==> src/hdl/pfde_pkg.sv <==
// ----------------------------------------------------------------------------
// pfde_pkg
// Shared constants, operation codes and bundle types of the draw engine.
// ----------------------------------------------------------------------------
package pfde_pkg;

  localparam int MaxWidth   = 256;
  localparam int MaxHeight  = 128;
  localparam int PageRows   = 8;
  localparam int PageCount  = (MaxHeight + PageRows - 1) / PageRows;
  localparam int StoreDepth = MaxWidth * PageCount;
  localparam int AddrBits   = $clog2(StoreDepth);
  localparam int PageBits   = $clog2(PageCount);
  localparam int XBits      = $clog2(MaxWidth);
  localparam int YBits      = $clog2(MaxHeight);

  localparam int OpBits     = 3;
  localparam int PosXBits   = 9;
  localparam int PosYBits   = 8;
  localparam int CountBits  = 16;
  localparam int DataBits   = 8;
  localparam int RegIdxBits = 1;

  localparam logic [OpBits-1:0] OP_SET_WINDOW  = 3'd0;
  localparam logic [OpBits-1:0] OP_SET_START   = 3'd1;
  localparam logic [OpBits-1:0] OP_FILL_WINDOW = 3'd2;
  localparam logic [OpBits-1:0] OP_DRAW_PIXEL  = 3'd3;
  localparam logic [OpBits-1:0] OP_FILL_RECT   = 3'd4;
  localparam logic [OpBits-1:0] OP_READ_BYTE   = 3'd5;

  localparam logic [RegIdxBits-1:0] REG_PANEL_WIDTH  = 1'd0;
  localparam logic [RegIdxBits-1:0] REG_PANEL_HEIGHT = 1'd1;

  typedef struct packed {
    logic [PosXBits-1:0] width;
    logic [PosYBits-1:0] height;
  } pan_t;

  typedef struct packed {
    logic                rd_en;
    logic [AddrBits-1:0] rd_addr;
    logic                wr_en;
    logic [AddrBits-1:0] wr_addr;
    logic [DataBits-1:0] wr_data;
  } mem_req_t;

  typedef struct packed {
    logic [DataBits-1:0]  read_byte;
    logic [CountBits-1:0] update_count;
  } res_t;

endpackage

==> src/hdl/pfde_seq.sv <==
// ----------------------------------------------------------------------------
// pfde_seq
// Operation sequencer: window and cursor state, read-modify-write of page
// bytes, clearing pass after reset and the update counter.
// ----------------------------------------------------------------------------
module pfde_seq (
  input  logic                           clk,
  input  logic                           rst,
  input  pfde_pkg::pan_t                 pan,
  input  logic                           in_valid,
  output logic                           in_ready,
  input  logic [pfde_pkg::OpBits-1:0]    operation,
  input  logic [pfde_pkg::PosXBits-1:0]  pos_x,
  input  logic [pfde_pkg::PosYBits-1:0]  pos_y,
  input  logic [pfde_pkg::PosXBits-1:0]  size_w,
  input  logic [pfde_pkg::PosYBits-1:0]  size_h,
  input  logic                           pixel_color,
  input  logic [pfde_pkg::CountBits-1:0] pixel_count,
  output logic                           res_valid,
  input  logic                           res_ready,
  output pfde_pkg::res_t                 res,
  output pfde_pkg::mem_req_t             mem_req,
  input  logic [pfde_pkg::DataBits-1:0]  mem_rd_data
);
  import pfde_pkg::*;

  localparam int SumBits = AddrBits + 2;

  typedef enum logic [5:0] {
    S_CLEAR  = 6'b000001,
    S_IDLE   = 6'b000010,
    S_PREP   = 6'b000100,
    S_ISSUE  = 6'b001000,
    S_MODIFY = 6'b010000,
    S_DONE   = 6'b100000
  } state_t;

  function automatic logic [DataBits-1:0] row_mask(input logic [PosYBits-1:0] row,
                                                   input logic [PosYBits-1:0] end_row);
    logic [PosYBits:0] page_end;
    logic [3:0]        last;
    page_end = {1'b0, row[PosYBits-1:3], 3'b000} + (PosYBits+1)'(PageRows);
    last     = ({1'b0, end_row} >= page_end) ? 4'(PageRows) : {1'b0, end_row[2:0]};
    row_mask = (8'hFF << row[2:0]) & ~(8'hFF << last);
  endfunction

  state_t state;

  logic [OpBits-1:0]    op;
  logic [PosXBits-1:0]  px;
  logic [PosYBits-1:0]  py;
  logic [PosXBits-1:0]  sw;
  logic [PosYBits-1:0]  sh;
  logic                 color;
  logic [CountBits-1:0] remaining;

  logic [XBits-1:0]     win_left;
  logic [YBits-1:0]     win_top;
  logic [XBits-1:0]     win_right;
  logic [YBits-1:0]     win_bottom;
  logic [XBits-1:0]     cursor_x;
  logic [YBits-1:0]     cursor_y;
  logic [CountBits-1:0] draw_counter;

  logic [AddrBits-1:0]  clear_addr;
  logic [PosXBits-1:0]  rect_col;
  logic [PosYBits-1:0]  rect_row;
  logic [PosXBits-1:0]  end_x;
  logic [PosYBits-1:0]  end_y;
  logic [DataBits-1:0]  rect_mask;

  logic [AddrBits-1:0]  addr;
  logic [DataBits-1:0]  mask;
  logic                 do_write;
  logic [DataBits-1:0]  rd_byte;

  // Window and rectangle setup.
  logic [PosXBits-1:0] w_max;
  logic [PosYBits-1:0] h_max;
  logic [PosXBits-1:0] start_x;
  logic [PosYBits-1:0] start_y;
  logic [PosXBits:0]   right_full;
  logic [PosYBits:0]   bottom_full;
  logic [PosXBits-1:0] right_clip;
  logic [PosYBits-1:0] bottom_clip;
  logic [PosXBits:0]   rect_ex;
  logic [PosYBits:0]   rect_ey;
  logic                rect_abort;
  logic [PosXBits-1:0] clip_ex;
  logic [PosYBits-1:0] clip_ey;
  logic                rect_empty;
  logic                xy_in_panel;

  // Current pixel or byte.
  logic [PosXBits-1:0] cur_col;
  logic [PosYBits-1:0] cur_row;
  logic [PageBits-1:0] cur_page;
  logic [SumBits-1:0]  cur_sum;
  logic [DataBits-1:0] cur_mask;
  logic                cur_in_panel;

  // Advance after a byte.
  logic [XBits:0]      cx_inc;
  logic [YBits:0]      cy_inc;
  logic [PosXBits-1:0] col_inc;
  logic [PosYBits-1:0] row_next;
  logic [DataBits-1:0] wr_byte;

  always_comb begin
    w_max       = pan.width - PosXBits'(1);
    h_max       = pan.height - PosYBits'(1);
    start_x     = (px > w_max) ? w_max : px;
    start_y     = (py > h_max) ? h_max : py;
    right_full  = (sw == '0) ? {1'b0, start_x} : {1'b0, start_x} + {1'b0, sw} - 1'b1;
    bottom_full = (sh == '0) ? {1'b0, start_y} : {1'b0, start_y} + {1'b0, sh} - 1'b1;
    right_clip  = (right_full > {1'b0, w_max}) ? w_max : right_full[PosXBits-1:0];
    bottom_clip = (bottom_full > {1'b0, h_max}) ? h_max : bottom_full[PosYBits-1:0];

    rect_ex    = {1'b0, px} + {1'b0, sw};
    rect_ey    = {1'b0, py} + {1'b0, sh};
    rect_abort = ((rect_ex > {1'b0, pan.width}) && (px > pan.width)) ||
                 ((rect_ey > {1'b0, pan.height}) && (py > pan.height));
    clip_ex    = (rect_ex > {1'b0, pan.width}) ? pan.width : rect_ex[PosXBits-1:0];
    clip_ey    = (rect_ey > {1'b0, pan.height}) ? pan.height : rect_ey[PosYBits-1:0];
    rect_empty = (px >= clip_ex) || (py >= clip_ey);
    xy_in_panel = (px < pan.width) && (py < pan.height);
  end

  always_comb begin
    case (op)
      OP_FILL_WINDOW: begin
        cur_col = PosXBits'(cursor_x);
        cur_row = PosYBits'(cursor_y);
      end
      OP_FILL_RECT: begin
        cur_col = rect_col;
        cur_row = rect_row;
      end
      default: begin
        cur_col = px;
        cur_row = py;
      end
    endcase
    cur_page     = cur_row[PageBits+2:3];
    cur_sum      = SumBits'(pan.width) * SumBits'(cur_page) + SumBits'(cur_col);
    cur_mask     = (op == OP_FILL_RECT) ? rect_mask : (8'h01 << cur_row[2:0]);
    cur_in_panel = (cur_col < pan.width) && (cur_row < pan.height);

    cx_inc   = {1'b0, cursor_x} + 1'b1;
    cy_inc   = {1'b0, cursor_y} + 1'b1;
    col_inc  = rect_col + 1'b1;
    row_next = {rect_row[PosYBits-1:3], 3'b000} + PosYBits'(PageRows);
    wr_byte  = color ? (mem_rd_data | mask) : (mem_rd_data & ~mask);
  end

  always_comb begin
    mem_req = '0;
    unique case (state)
      S_CLEAR: begin
        mem_req.wr_en   = 1'b1;
        mem_req.wr_addr = clear_addr;
        mem_req.wr_data = '0;
      end
      S_ISSUE: begin
        mem_req.rd_en   = 1'b1;
        mem_req.rd_addr = cur_sum[AddrBits-1:0];
      end
      S_MODIFY: begin
        mem_req.wr_en   = do_write;
        mem_req.wr_addr = addr;
        mem_req.wr_data = wr_byte;
      end
      default: begin
        mem_req = '0;
      end
    endcase
  end

  assign in_ready         = (state == S_IDLE);
  assign res_valid        = (state == S_DONE);
  assign res.read_byte    = rd_byte;
  assign res.update_count = draw_counter;

  always_ff @(posedge clk) begin
    if (rst) begin
      state        <= S_CLEAR;
      clear_addr   <= '0;
      win_left     <= '0;
      win_top      <= '0;
      win_right    <= '0;
      win_bottom   <= '0;
      cursor_x     <= '0;
      cursor_y     <= '0;
      draw_counter <= '0;
    end else begin
      unique case (state)
        S_CLEAR: begin
          clear_addr <= clear_addr + 1'b1;
          if (clear_addr == '1) begin
            state <= S_IDLE;
          end
        end
        S_IDLE: begin
          if (in_valid) begin
            op      <= operation;
            px      <= pos_x;
            py      <= pos_y;
            sw      <= size_w;
            sh      <= size_h;
            color   <= pixel_color;
            rd_byte <= '0;
            state   <= S_PREP;
            remaining <= pixel_count;
          end
        end
        S_PREP: begin
          case (op) inside
            OP_SET_WINDOW, OP_SET_START: begin
              win_left <= start_x[XBits-1:0];
              win_top  <= start_y[YBits-1:0];
              cursor_x <= start_x[XBits-1:0];
              cursor_y <= start_y[YBits-1:0];
              if (op == OP_SET_WINDOW) begin
                win_right  <= right_clip[XBits-1:0];
                win_bottom <= bottom_clip[YBits-1:0];
              end
              state <= S_DONE;
            end
            OP_FILL_WINDOW: begin
              if (remaining == '0) begin
                draw_counter <= draw_counter + 1'b1;
                state        <= S_DONE;
              end else begin
                state <= S_ISSUE;
              end
            end
            OP_DRAW_PIXEL, OP_READ_BYTE: begin
              state <= xy_in_panel ? S_ISSUE : S_DONE;
            end
            OP_FILL_RECT: begin
              if (!rect_abort && !rect_empty) begin
                rect_col  <= px;
                rect_row  <= py;
                end_x     <= clip_ex;
                end_y     <= clip_ey;
                rect_mask <= row_mask(py, clip_ey);
                state     <= S_ISSUE;
              end else begin
                if (!rect_abort) begin
                  draw_counter <= draw_counter + 1'b1;
                end
                state <= S_DONE;
              end
            end
            default: begin
              state <= S_DONE;
            end
          endcase
        end
        S_ISSUE: begin
          addr     <= cur_sum[AddrBits-1:0];
          mask     <= cur_mask;
          do_write <= cur_in_panel && (op != OP_READ_BYTE);
          state    <= S_MODIFY;
        end
        S_MODIFY: begin
          case (op)
            OP_READ_BYTE: begin
              rd_byte <= mem_rd_data;
              state   <= S_DONE;
            end
            OP_DRAW_PIXEL: begin
              draw_counter <= draw_counter + 1'b1;
              state        <= S_DONE;
            end
            OP_FILL_WINDOW: begin
              remaining <= remaining - 1'b1;
              if (cx_inc > {1'b0, win_right}) begin
                cursor_x <= win_left;
                cursor_y <= (cy_inc > {1'b0, win_bottom}) ? win_top : cy_inc[YBits-1:0];
              end else begin
                cursor_x <= cx_inc[XBits-1:0];
              end
              if (remaining == CountBits'(1)) begin
                draw_counter <= draw_counter + 1'b1;
                state        <= S_DONE;
              end else begin
                state <= S_ISSUE;
              end
            end
            OP_FILL_RECT: begin
              if (col_inc < end_x) begin
                rect_col <= col_inc;
                state    <= S_ISSUE;
              end else if (row_next < end_y) begin
                rect_row  <= row_next;
                rect_col  <= px;
                rect_mask <= row_mask(row_next, end_y);
                state     <= S_ISSUE;
              end else begin
                draw_counter <= draw_counter + 1'b1;
                state        <= S_DONE;
              end
            end
            default: begin
              state <= S_DONE;
            end
          endcase
        end
        S_DONE: begin
          if (res_ready) begin
            state <= S_IDLE;
          end
        end
        default: begin
          state <= S_IDLE;
        end
      endcase
    end
  end

endmodule

==> config.mk <==
export PLATFORM = sky130hd
export DESIGN_NAME = pfde_seq
export DESIGN_NICKNAME = d
export VERILOG_FILES = /design/src/hdl/pfde_pkg.sv /design/src/hdl/pfde_seq.sv
export SDC_FILE = /design/constraint.sdc
export NUM_CORES = 1
export LEC_CHECK = 0
export ABC_AREA = 1
export BUFFER_PORTS_ARGS = -buffer_cell sky130_fd_sc_hd__buf_2
export CAP_MARGIN = 20
export CORE_MARGIN = 2
export CORE_UTILIZATION = 25
export CTS_CLUSTER_DIAMETER = 100
export CTS_CLUSTER_SIZE = 10
export DETAILED_ROUTE_END_ITERATION = 8
export PLACE_DENSITY_LB_ADDON = 0.05
export SLEW_MARGIN = 20
export SYNTH_ARGS = -nofsm -noshare
export SYNTH_HDL_FRONTEND = slang
export SYNTH_SLANG_ARGS = --single-unit
==> constraint.sdc <==
create_clock -name clk -period 20.6 [get_ports clk]
set_clock_uncertainty 0.1 [all_clocks]
set_input_delay 4.12 -clock clk [delete_from_list [all_inputs] [get_ports clk]]
set_output_delay 4.12 -clock clk [all_outputs]
set_load 0.02 [all_outputs]
**After elaboration in Yosys (flattened, before gate mapping)**

Cells that the tools add are included.

- Input port bits: 83
- Word-level logic and storage cells: 235
- Bits in registers: 204
- Output and inout bits: 60

- Multiply operators: 1
- Shift operators: 5
- Bitwise logic cells: 11
- Add/subtract/negate cells: 18
- Equality and inequality tests: 39
- Reductions and logical operators: 31
- Magnitude comparators: 20
- Mux-type cells: 85

Operators by type and width:

| cell | count |
|---|---|
| $mux W8 | 26 |
| $mux W16 | 12 |
| $mux W9 | 11 |
| $pmux W8 S2 | 5 |
| $mux W6 | 13 |
| $pmux W16 S2 | 2 |
| $pmux W16 S3 | 1 |
| $pmux W21 S2 | 1 |
| $pmux W6 S6 | 1 |
| $pmux W9 S2 | 2 |
| $mux W7 | 5 |
| $ne A3 B3 Y1 const B | 10 |
| $ne A2 B2 Y1 const B | 14 |
| $gt A9 B8 Y1 | 3 |
| $lt A9 B9 Y1 | 3 |
| $and A8 B8 Y8 | 3 |
| $lt A8 B8 Y1 | 3 |
| $not A8 Y8 | 3 |
| $add A9 B9 Y10 | 2 |
| $gt A10 B9 Y1 | 2 |
| $add A8 B4 Y9 const B | 2 |
| $add A8 B8 Y9 | 2 |
| $ge A8 B9 Y1 | 2 |
| $gt A9 B9 Y1 | 2 |
| other kinds (55) | 80 |

**Logic depth before layout (Yosys ltp)**

- Depth after elaboration: 14
- Mapped depth: 40

**Worst setup path after synthesis**

OpenSTA, ideal clock, no wires.

- Kind: in2out
- Start: in pan[14] (netlist name)
- End: out mem_req[32] (netlist name)
- Cell stages on the path: 16
- Arrival: 7,463 ps
- Path slack: 8,917 ps
- Cell sequence: clkbuf_1 -> inv_1 -> nor2_1 -> fa_1 -> fa_1 -> inv_1 -> fa_1 -> inv_1 -> ha_1 -> inv_1 -> nor3_1 -> nand2_1 -> o211ai_1 -> a31oi_1 -> xnor2_1 -> nor2_1

RTL lines:

| element | line | RTL |
|---|---|---|
| from (decl) | pfde_seq.sv:9 | `input pfde_pkg::pan_t pan,` |
| to (decl) | pfde_seq.sv:22 | `output pfde_pkg::mem_req_t mem_req,` |

==> metrics.cfg <==
[setup_path]
startpoint_type = input port
cp_cell_sequence = buf_2 > inv_1 > nor2_1 > fa_1 > fa_1 > inv_1 > fa_1 > inv_1 > ha_1 > inv_1 > nor3_1 > nand2_1 > o211ai_1 > a31oi_1 > xnor2_1 > nor2_1 > buf_2
crit_slowest_cell = fa_1
path_delay_family = adder cells
path_buf_inv = 6
crit_top_cell = inv_1
r2r-start = py[0]$_DFFE_PP_
worst-path-max-fanout = 7
critical_path.startpoint = pan[13]
crit_required_ns = 16.38
crit_type = in -> out
max_stage_delay_ns = 0.54
crit_path_end_kind = primary output
cp.arrival_ns = 7.75

[drt]
first_pass_iters = 5
ant_nets = 0
drc = 0
dr.first_iter.drc_count = 825
wl_per_cell_um = 17.94
wl_mm = 59.67
viasPerCell = 4.599
num_vias = 15300

[floorplanning]
initial_core_util_pct = 25.13
fp.coreArea_mm2 = 0.06823
die_width_um = 265.9
ios = 143
die_y_um = 265.9
rows = 96
dieArea_mm2 = 0.07068

[power_and_ir_drop]
finalPower_uw = 1108
ir_drop_v = 0.00005154
powerDensity_mw_per_mm2 = 56.17
p_leak_uw = 0.009371

[place]
globalplace.congestion = 0.8346
port_buffers = 142
postPlaceCellArea_mm2 = 0.01892
dp_hpwl_mm = 46.62

[sta]
slew_headroom_pct = 26.46
hold_viol = 0
clock.fmax_ghz = 0.08354
setup_viol_count_final = 0
fin_tns_setup_ns = 0
slew_violations = 0
rsz0062_at_grt = false
fin_crit_ns = 11.97
finalCritPeriodShare_pct = 58.10
tightest_slew_ns = 1.091

[clock_network]
cts-root-buf = clkbuf_16
hold_buffers = 0
ctsResizeCount = 0
clk_latency_ns = 0.57
cts_buffers = 26
cts_setup_buffers = 0
clkTransAtPathRegs_ns = 0.06
cts_buffer_depth = 3
htree_levels = 1
cts_tree = yes
clock-sinks = 204

[finish]
layout_commonest_cell = nand2_1
area_delta_synth_final_pct = 15.11
final_cell_mix = 445 x nand2_1, 411 x inv_1, 220 x ha_1
layout-drive-gt1-share_pct = 9.411
final_cell_area_mm2 = 0.01973
diodes = 0
fin_nets = 2752
fillCellCount = 7494

[synth]
ys.flop_type = edfxtp_1
ys.warnings.count = 0
syn_inst = 2285
synth_top_area_share_pct = 21.90
async_reset_ff_share_pct = 0
avgSynthCellArea_um2 = 7.502
synth-seq-area-share_pct = 31.12
post-synth-top-area-cell = edfxtp_1
netlist_area_mm2 = 0.01714
synth-edff-count = 125
synth.distinct_cells = 53
ys_seq_elements = 204
synth_nets = 2613
synth_area_leaders = edfxtp_1 22%, ha_1 16%, nand2_1 9.7%, dfxtp_1 9.2%, inv_1 9.0%

[global_routing]
grt-ovfl-total = 0
grt_max_degree = 49
gr-usage-all-layers_pct = 16.80
antenna_found_initial = 1
grt_pass1_vias = 15270
grt_pass1_wl_mm = 91.83

[worst_hold_path]
hold_class = reg -> reg
hp-start = win_bottom[6]$_SDFFE_PP0P_

[flow_run]
maxCapViolations = 0

[run_status]
status = completed

==> stage by stage <==
| step | util [%] | instances | hold slack (ns) | setup slack (ns) |
|---|---|---|---|---|
| after floorplan | - | 2285 | 0.3453 | 8.917 |
| final | 28.92 | 3326 | 0.3670 | 8.630 |
| after CTS | 28.92 | 3326 | 0.3666 | 8.570 |
| after detailed placement | 27.74 | 3278 | 0.3563 | 8.598 |
| after global placement | 27.73 | 3278 | 0.3570 | 8.601 |
| after global routing | 28.92 | 3326 | 0.3861 | 8.334 |
==> power breakdown <==
| group | internal, uW | leakage [uW] | total [uW] | switching (uW) |
|---|---|---|---|---|
| clock | 258 | 0.000389 | 456 | 198 |
| sequential | 437 | 0.00176 | 440 | 2.34 |
| combinational | 74.7 | 0.00722 | 213 | 138 |
| total | 770 | 0.00937 | 1110 | 338 |
==> flip-flops by register name, indices dropped and copies added, names as in the netlist, 8 cells and up <==
register and flops:
cursor_x 8, win_left 8, sh 8, addr 12, mask 8, sw 9
draw_counter 16, rect_mask 8, end_y 8, win_right 8, py 8, remaining 16
rd_byte 8, rect_row 8, end_x 9, rect_col 9, px 9, clear_addr 12
==> cell usage after synthesis, types with 3 or more instances <==
| cell type | number |
|---|---|
| dfxtp_1 | 79 |
| inv_2 | 5 |
| o22ai_1 | 7 |
| o21a_1 | 3 |
| nor3_1 | 39 |
| nand4_1 | 35 |
| ha_1 | 220 |
| nor4_1 | 12 |
| nand3b_1 | 9 |
| buf_1 | 3 |
| edfxtp_1 | 125 |
| a211oi_1 | 4 |
| xnor2_1 | 18 |
| or2_2 | 7 |
| a31oi_1 | 12 |
| o41ai_1 | 3 |
| o31ai_1 | 3 |
| a21o_1 | 3 |
| o221ai_1 | 5 |
| o21bai_1 | 8 |
| xor2_1 | 67 |
| inv_1 | 411 |
| o21ai_0 | 154 |
| nand2_2 | 5 |
| fa_1 | 25 |
| clkbuf_1 | 35 |
| a21oi_1 | 187 |
| o211ai_1 | 25 |
| buf_2 | 9 |
| nand2_1 | 445 |
| nor2_1 | 183 |
| nand3_1 | 111 |
==> routing by layer <==
layer / track usage (%) / routed length, um
met1: 23.69 / 29250
met2: 27.63 / 26950
met3: 1.460 / 2183
met4: 4.145 / 1284
met5: 0 / 0
==> cell type report <==
| cell class | instances | area (um^2) | area share (%) |
|---|---|---|---|
| clock inverter | 3 | 22.52 | 0.1141 |
| clock buffer | 45 | 785.8 | 3.982 |
| inverter | 418 | 1569 | 7.951 |
| timing repair buffer | 163 | 868.3 | 4.400 |
| multi-input combinational | 1611 | 10050 | 50.92 |
| tap | 882 | 1104 | 5.593 |
| sequential | 204 | 5335 | 27.04 |
==> logic make-up (layout without fill, tap and decap cells) <==
| kind of cell | Yosys count | after routing | synth area share [%] |
|---|---|---|---|
| xor+xnor | 85 | 85 | 4.343 |
| flops | 204 | 204 | 31.12 |
| fa+ha+maj | 245 | 245 | 18.98 |
| simple gates | 857 | 857 | 21.42 |
| buf+inv | 470 | 629 | 10.54 |
| compound gates | 424 | 424 | 13.60 |
==> worst min-delay path, delay by kind of cell (launching register included) <==
| kind | cells | cell delay [ns] |
|---|---|---|
| flip-flops | 1 | 0.31 |
| AND/OR/NAND/NOR | 1 | 0.06 |
| AO/OA/AOI/OAI | 1 | 0.06 |
==> final timing paths <==
path | end | slack, ns | depth (start not counted)
max reg2reg | rect_col[3]$_DFFE_PP_ | 14.00 | 30
max | mem_req[32] | 8.63 | 17
min | win_bottom[6]$_SDFFE_PP0P_ | 0.37 | 2
min reg2reg | win_bottom[6]$_SDFFE_PP0P_ | 0.37 | 2
Note: power is estimated with default switching activity, not from simulation.
